<file path="config.mk">
export PLATFORM = sky130hd
export DESIGN_NAME = modular_exponentiation
export DESIGN_NICKNAME = d
export VERILOG_FILES = /design/src/modexp_pkg.sv /design/src/modular_exponentiation.sv /design/src/modexp_mulmod.sv /design/src/modexp_reduce.sv
export SDC_FILE = /design/constraint.sdc
export NUM_CORES = 2
export LEC_CHECK = 0
export BUFFER_PORTS_ARGS = -buffer_cell sky130_fd_sc_hd__buf_2
export CAP_MARGIN = 40
export CORE_ASPECT_RATIO = 1.75
export CORE_MARGIN = 2
export CORE_UTILIZATION = 63
export CTS_BUF_LIST = sky130_fd_sc_hd__clkbuf_8
export DETAILED_ROUTE_END_ITERATION = 8
export PLACE_DENSITY = 0.88
export SETUP_SLACK_MARGIN = 0.1
export SLEW_MARGIN = 10
export SYNTH_ARGS = -nofsm -noshare
export SYNTH_HDL_FRONTEND = slang
export SYNTH_HIERARCHICAL = 1
export SYNTH_SLANG_ARGS = --single-unit
export TNS_END_PERCENT = 30
</file>
<file path="constraint.sdc">
create_clock -name clk_i -period 12.25 [get_ports clk_i]
set_clock_uncertainty 0.2 [all_clocks]
set_input_delay 0.6125 -clock clk_i [delete_from_list [all_inputs] [get_ports clk_i]]
set_output_delay 0.6125 -clock clk_i [all_outputs]
set_load 0.01 [all_outputs]
</file>
<file path="src/modexp_pkg.sv">
// Package: shared constants and types for the modular exponentiation block.
`timescale 1ns / 1ps
`default_nettype none
package modexp_pkg;
  localparam int unsigned WordBits = 64;

  typedef enum logic [5:0] {
    ST_IDLE   = 6'b000001,
    ST_REDUCE = 6'b000010,
    ST_MUL    = 6'b000100,
    ST_SQR    = 6'b001000,
    ST_NEXT   = 6'b010000,
    ST_DONE   = 6'b100000
  } state_e;
endpackage
`default_nettype wire

</file>
<file path="src/modular_exponentiation.sv">
// Top level: right-to-left square-and-multiply modular exponentiation.
`timescale 1ns / 1ps
`default_nettype none
// One item at a time; busy is high from the transfer through the result cycle.
// The base is first reduced modulo m. Each of the WORD_BITS exponent
// bits then costs one square and, when set, one multiply on a single bit-serial
// modular multiplier, plus a pass through the ST_NEXT bookkeeping state.
// A zero modulus or zero exponent goes straight to ST_DONE. The result appears for
// one cycle with done_o high and must be taken then; it cannot be held off.
module modular_exponentiation #(
  parameter int unsigned WORD_BITS = modexp_pkg::WordBits
) (
  input  wire logic                 clk_i,
  input  wire logic                 rst_ni,
  input  wire logic                 start,
  output logic                      busy,
  input  wire logic [WORD_BITS-1:0] base_value_i,
  input  wire logic [WORD_BITS-1:0] exponent_i,
  input  wire logic [WORD_BITS-1:0] modulus_value_i,
  output logic                      done_o,
  output logic [WORD_BITS-1:0]      power_result_o,
  output logic                      modulus_error_o
);
  localparam int unsigned CntW = $clog2(WORD_BITS + 1);

  modexp_pkg::state_e   state_q, state_d;
  logic [WORD_BITS-1:0] b_q, b_d, e_q, e_d, m_q, r_q, r_d, res_q, res_d;
  logic [CntW-1:0]      cnt_q, cnt_d;
  logic                 err_q, err_d, done_q, done_d;
  logic                 red_start, red_done, mul_start, mul_done;
  logic [WORD_BITS-1:0] red_r, mul_x, mul_y, mul_p;
  logic                 take;

  assign take = start && !busy;

  modexp_reduce #(.WORD_BITS(WORD_BITS)) u_reduce (
    .clk_i, .rst_ni, .start_i(red_start), .a_i(base_value_i),
    .m_i(modulus_value_i), .done_o(red_done), .r_o(red_r)
  );

  modexp_mulmod #(.WORD_BITS(WORD_BITS)) u_mulmod (
    .clk_i, .rst_ni, .start_i(mul_start), .x_i(mul_x), .y_i(mul_y),
    .m_i(m_q), .done_o(mul_done), .p_o(mul_p)
  );

  assign red_start = take && (modulus_value_i != '0) && (exponent_i != '0);

  always_comb begin
    state_d   = state_q;
    b_d       = b_q;
    e_d       = e_q;
    r_d       = r_q;
    res_d     = res_q;
    cnt_d     = cnt_q;
    err_d     = err_q;
    done_d    = 1'b0;
    mul_start = 1'b0;
    mul_x     = r_q;
    mul_y     = b_q;
    unique case (state_q)
      modexp_pkg::ST_IDLE: begin
        if (take) begin
          e_d   = exponent_i;
          r_d   = WORD_BITS'(1);
          cnt_d = CntW'(WORD_BITS);
          if (modulus_value_i == '0) begin
            res_d   = '0;
            err_d   = 1'b1;
            state_d = modexp_pkg::ST_DONE;
          end else if (exponent_i == '0) begin
            res_d   = WORD_BITS'(1);
            err_d   = 1'b0;
            state_d = modexp_pkg::ST_DONE;
          end else begin
            err_d   = 1'b0;
            state_d = modexp_pkg::ST_REDUCE;
          end
        end
      end
      modexp_pkg::ST_REDUCE: begin
        if (red_done) begin
          b_d = red_r;
          // r = 1 mod m; with m == 1 this is 0.
          r_d = (m_q == WORD_BITS'(1)) ? '0 : WORD_BITS'(1);
          state_d = modexp_pkg::ST_NEXT;
        end
      end
      modexp_pkg::ST_NEXT: begin
        if (cnt_q == '0) begin
          res_d   = r_q;
          state_d = modexp_pkg::ST_DONE;
        end else if (e_q[0]) begin
          mul_start = 1'b1;
          state_d   = modexp_pkg::ST_MUL;
        end else begin
          mul_start = 1'b1;
          mul_x     = b_q;
          state_d   = modexp_pkg::ST_SQR;
        end
      end
      modexp_pkg::ST_MUL: begin
        if (mul_done) begin
          r_d       = mul_p;
          mul_start = 1'b1;
          mul_x     = b_q;
          state_d   = modexp_pkg::ST_SQR;
        end
      end
      modexp_pkg::ST_SQR: begin
        if (mul_done) begin
          b_d     = mul_p;
          e_d     = {1'b0, e_q[WORD_BITS-1:1]};
          cnt_d   = cnt_q - 1'b1;
          state_d = modexp_pkg::ST_NEXT;
        end
      end
      modexp_pkg::ST_DONE: begin
        done_d  = 1'b1;
        state_d = modexp_pkg::ST_IDLE;
      end
      default: state_d = modexp_pkg::ST_IDLE;
    endcase
  end

  always_ff @(posedge clk_i or negedge rst_ni) begin
    if (!rst_ni) begin
      state_q <= modexp_pkg::ST_IDLE;
      done_q  <= 1'b0;
      cnt_q   <= '0;
    end else begin
      state_q <= state_d;
      done_q  <= done_d;
      cnt_q   <= cnt_d;
    end
  end

  always_ff @(posedge clk_i) begin
    b_q   <= b_d;
    e_q   <= e_d;
    r_q   <= r_d;
    res_q <= res_d;
    err_q <= err_d;
    if (take) begin
      m_q <= modulus_value_i;
    end
  end

  assign busy            = (state_q != modexp_pkg::ST_IDLE) || done_q;
  assign done_o          = done_q;
  assign power_result_o  = res_q;
  assign modulus_error_o = err_q;
endmodule
`default_nettype wire

</file>
<file path="src/modexp_mulmod.sv">
// Bit-serial modular multiplier: one multiplier bit per cycle, MSB first.
`timescale 1ns / 1ps
`default_nettype none
module modexp_mulmod #(
  parameter int unsigned WORD_BITS = modexp_pkg::WordBits
) (
  input  wire logic                 clk_i,
  input  wire logic                 rst_ni,
  input  wire logic                 start_i,
  input  wire logic [WORD_BITS-1:0] x_i,
  input  wire logic [WORD_BITS-1:0] y_i,
  input  wire logic [WORD_BITS-1:0] m_i,
  output logic                      done_o,
  output logic [WORD_BITS-1:0]      p_o
);
  localparam int unsigned CntW = $clog2(WORD_BITS + 1);

  logic [WORD_BITS-1:0] acc_q, acc_d, y_q, y_d, x_q, m_q;
  logic [CntW-1:0]      cnt_q, cnt_d;
  logic                 run_q, run_d, done_q, done_d;
  logic [WORD_BITS:0]   dbl, dbl_r, sum;
  logic [WORD_BITS-1:0] acc2;

  // Operands are already reduced below m; double then conditionally add.
  always_comb begin
    dbl   = {acc_q, 1'b0};
    dbl_r = (dbl >= {1'b0, m_q}) ? dbl - {1'b0, m_q} : dbl;
    acc2  = dbl_r[WORD_BITS-1:0];
    sum   = {1'b0, acc2} + {1'b0, x_q};
    if (y_q[WORD_BITS-1]) begin
      sum = (sum >= {1'b0, m_q}) ? sum - {1'b0, m_q} : sum;
    end else begin
      sum = {1'b0, acc2};
    end
  end

  always_comb begin
    acc_d  = acc_q;
    y_d    = y_q;
    cnt_d  = cnt_q;
    run_d  = run_q;
    done_d = 1'b0;
    if (start_i) begin
      acc_d = '0;
      y_d   = y_i;
      cnt_d = CntW'(WORD_BITS);
      run_d = 1'b1;
    end else if (run_q) begin
      acc_d = sum[WORD_BITS-1:0];
      y_d   = {y_q[WORD_BITS-2:0], 1'b0};
      cnt_d = cnt_q - 1'b1;
      if (cnt_q == CntW'(1)) begin
        run_d  = 1'b0;
        done_d = 1'b1;
      end
    end
  end

  always_ff @(posedge clk_i or negedge rst_ni) begin
    if (!rst_ni) begin
      run_q  <= 1'b0;
      done_q <= 1'b0;
      cnt_q  <= '0;
    end else begin
      run_q  <= run_d;
      done_q <= done_d;
      cnt_q  <= cnt_d;
    end
  end

  always_ff @(posedge clk_i) begin
    acc_q <= acc_d;
    y_q   <= y_d;
    if (start_i) begin
      x_q <= x_i;
      m_q <= m_i;
    end
  end

  assign done_o = done_q;
  assign p_o    = acc_q;
endmodule
`default_nettype wire

</file>
<file path="src/modexp_reduce.sv">
// Bit-serial reducer: base mod m by restoring long division, one bit per cycle.
`timescale 1ns / 1ps
`default_nettype none
module modexp_reduce #(
  parameter int unsigned WORD_BITS = modexp_pkg::WordBits
) (
  input  wire logic                 clk_i,
  input  wire logic                 rst_ni,
  input  wire logic                 start_i,
  input  wire logic [WORD_BITS-1:0] a_i,
  input  wire logic [WORD_BITS-1:0] m_i,
  output logic                      done_o,
  output logic [WORD_BITS-1:0]      r_o
);
  localparam int unsigned CntW = $clog2(WORD_BITS + 1);

  logic [WORD_BITS-1:0] rem_q, rem_d, a_q, a_d, m_q;
  logic [CntW-1:0]      cnt_q, cnt_d;
  logic                 run_q, run_d, done_q, done_d;
  logic [WORD_BITS:0]   sh;

  always_comb begin
    sh     = {rem_q, a_q[WORD_BITS-1]};
    rem_d  = rem_q;
    a_d    = a_q;
    cnt_d  = cnt_q;
    run_d  = run_q;
    done_d = 1'b0;
    if (start_i) begin
      rem_d = '0;
      a_d   = a_i;
      cnt_d = CntW'(WORD_BITS);
      run_d = 1'b1;
    end else if (run_q) begin
      rem_d = (sh >= {1'b0, m_q}) ? WORD_BITS'(sh - {1'b0, m_q}) : sh[WORD_BITS-1:0];
      a_d   = {a_q[WORD_BITS-2:0], 1'b0};
      cnt_d = cnt_q - 1'b1;
      if (cnt_q == CntW'(1)) begin
        run_d  = 1'b0;
        done_d = 1'b1;
      end
    end
  end

  always_ff @(posedge clk_i or negedge rst_ni) begin
    if (!rst_ni) begin
      run_q  <= 1'b0;
      done_q <= 1'b0;
      cnt_q  <= '0;
    end else begin
      run_q  <= run_d;
      done_q <= done_d;
      cnt_q  <= cnt_d;
    end
  end

  always_ff @(posedge clk_i) begin
    rem_q <= rem_d;
    a_q   <= a_d;
    if (start_i) begin
      m_q <= m_i;
    end
  end

  assign done_o = done_q;
  assign r_o    = rem_q;
endmodule
`default_nettype wire

</file>
==> flow_summary.toml <==
[clocking]
htreeDepth = 3
insertion_delay_ns = 0.85
tritoncts = "done"
path_clk_slew_ns = 0.08
post_cts_resized = 0
hold_buffers = 193
clk_path_buf_depth = 3
post-cts-setup-buffers = 0
clock_sinks = 801
cts_buffers = 114
root_buffer = "clkbuf_8"

[min_path]
hold_path_class = "in -> async"

[drt]
wirelength_mm = 178
drt_iter0_markers = 5340
drcViolationCount = 0
first_pass_iters = 8
via_per_inst = 6.78
via_count = 43800
wl_per_cell_um = 27.5
postRouteAntennaNets = 0

[placed_design]
portBuffers = 261
placed_area_sq_um = 51300
hpwl_mm = 124
routabilityCongestion = 1.06
dp_cells = 6039

[sta]
slew_violations = 0
timing.setup.tns_ns = 0
min_period_ns = 11.07
holdWs_ns = 0.203
finalHoldViolCount = 0
setup_viol = 0
min_period_over_period = 0.904
fmax_mhz = 90.3
tightestPinTransition_ns = 0.973
maxSlewHeadroom = 0.346
rsz0062_at_grt = "no"

[synthesis]
syn-mean-instance-area_sq_um = 9.96
synth_top_family_by_area = "compound AO/OA/AOI/OAI gates"
synth_edf_count = 641
synthMuxAreaShare = 0.0705
synth_compound_area_frac = 0.165
syn_inst = 4935
synthesis.area_sq_um = 49100
ys_warn_count = 6
ys_top_cells_by_area = "edfxtp_1 39%, ha_1 6.6%, nand2_1 5.2%, dfxtp_1 5.2%, mux2_2 3.6%"
synth-main-ff-cell = "edfxtp_1"
synthTopCellsByCount = "685 x nand2_1, 641 x edfxtp_1, 342 x a21oi_1"
ys_types = 102
async_flop_share = 0.0400
syn_nets = 5395
ys_seq_area_frac = 0.460
ys_seq_elements = 801
synth-xor-area-share = 0.0419
synthSimpleGateAreaFrac = 0.152
synth_most_common_cell = "nand2_1"
synth_top_area_cell = "edfxtp_1"
synth_top_area_share = 0.392
synthAdderAreaFrac = 0.0681

[die]
die_w_um = 215
rows = 135
core_area_sq_um = 77400
die_area_sq_um = 80300
ios = 262
dieHeight_um = 373
start_util = 0.635

[finish]
area_delta_synth_final_pct = 13.3
final_area_sq_um = 55700
nets = 5783
instances_no_fill = 6460
drive_above_1_share = 0.141
fillCellCount = 5386

[critical_path]
crit_type = "reg -> reg"
critPathSlowestCell = "nor2_4"
r2r-start = "u_mulmod/m_q[6]$_DFFE_PP_"
worstPathRequired_ns = 12.74
path_max_fanout = 60
crit_path_end_kind = "flop"
cp-startpoint = "u_mulmod/m_q[6]$_DFFE_PP_"
cp.arrival_ns = 11.56
start_kind = "flop"
cp_slowest_stage_delay_ns = 0.73

[run]
drv_cap = 0

[global_route]
overflow = 0
antenna_found_initial = 10
grt_start_max_net_pins = 129
grt_pass1_wl_mm = 263
grt_pass1_vias = 43400
grtUsageTotal = 0.434

[status]
status = "complete, no violations"
-- path summary, 6_finish.rpt --
check,endpoint,slack [ns],cells after the start
max in group asynchronous,u_reduce/run_q$_DFF_PN0_,11.10,2
worst min-delay path,done_o$_DFF_PN0_,0.20,2
worst max-delay path,u_mulmod/p_o[7]$_SDFFE_PP0P_,1.18,36
worst max register to register,u_mulmod/p_o[7]$_SDFFE_PP0P_,1.18,36
worst min register to register,u_mulmod/m_q[48]$_DFFE_PP_,0.25,0
min in group clk_i,cnt_q[2]$_DFFE_PN0P_,0.20,4
-- critical path: cells and delay by family (launching register included) --
family | cells | cell delay [ns]
multiplexers | 1 | 0.40
flip-flops | 1 | 0.33
AO/OA/AOI/OAI | 19 | 5.59
AND/OR/NAND/NOR | 10 | 2.32
buffers and inverters | 3 | 0.85
adder cells (fa/ha/maj) | 3 | 1.10
-- stage by stage --
step           setup slack [ns]   util
2_1_floorplan              1.96      -
3_3_place_gp               1.68  0.662
3_5_place_dp               1.52  0.664
4_1_cts                    1.42  0.718
5_1_grt                   0.718  0.719
6_report                   1.18  0.719
-- layout make-up --
type                            instances  area (sq um)  area share
Antenna cell                            9          22.5    0.000405
Clock buffer                          123          1690      0.0304
Clock inverter                         94           608      0.0109
Inverter                              266           998      0.0179
Multi-Input combinational cell       3625         24600       0.441
Sequential cell                       801         22600       0.406
Tap cell                             1027          1280      0.0231
Timing Repair Buffer                  515          3870      0.0695
-- placed cells by master (no fill, tap or decap), types with 67 or more instances in the layout --
cell type,netlist,routed
a211oi_1,84,83
a21o_1,112,112
a21oi_1,342,342
and2_1,150,150
buf_2,30,262
clkbuf_8,0,123
dfxtp_1,128,128
dlygate4sd3_1,0,193
edfxtp_1,641,641
ha_1,261,261
inv_1,265,294
mux2_2,159,159
mux2i_1,71,71
nand2_1,685,683
nand3_1,67,67
nand4_1,89,89
nor2_1,312,310
o21ai_0,250,250
xnor2_1,141,141
xor2_1,94,94
-- logic make-up after synthesis --
kind of cell,count (synthesis)
AOI/OAI and AO/OA,1231
xor gates and xnor gates,235
adders and majority gates,265
buffers and inverters,509
DFF,801
muxes,296
and+or+nand+nor,1598
-- per-layer routing --
layer / routed length, um / global-route usage
met5: 13 / 0
met3: 16100 / 0.0781
met2: 84700 / 0.723
met1: 61200 / 0.498
met4: 15800 / 0.328
Power is left out: the tool's default activity adds up to more than one toggle a clock period on the data nets, which glitch-free logic cannot reach.
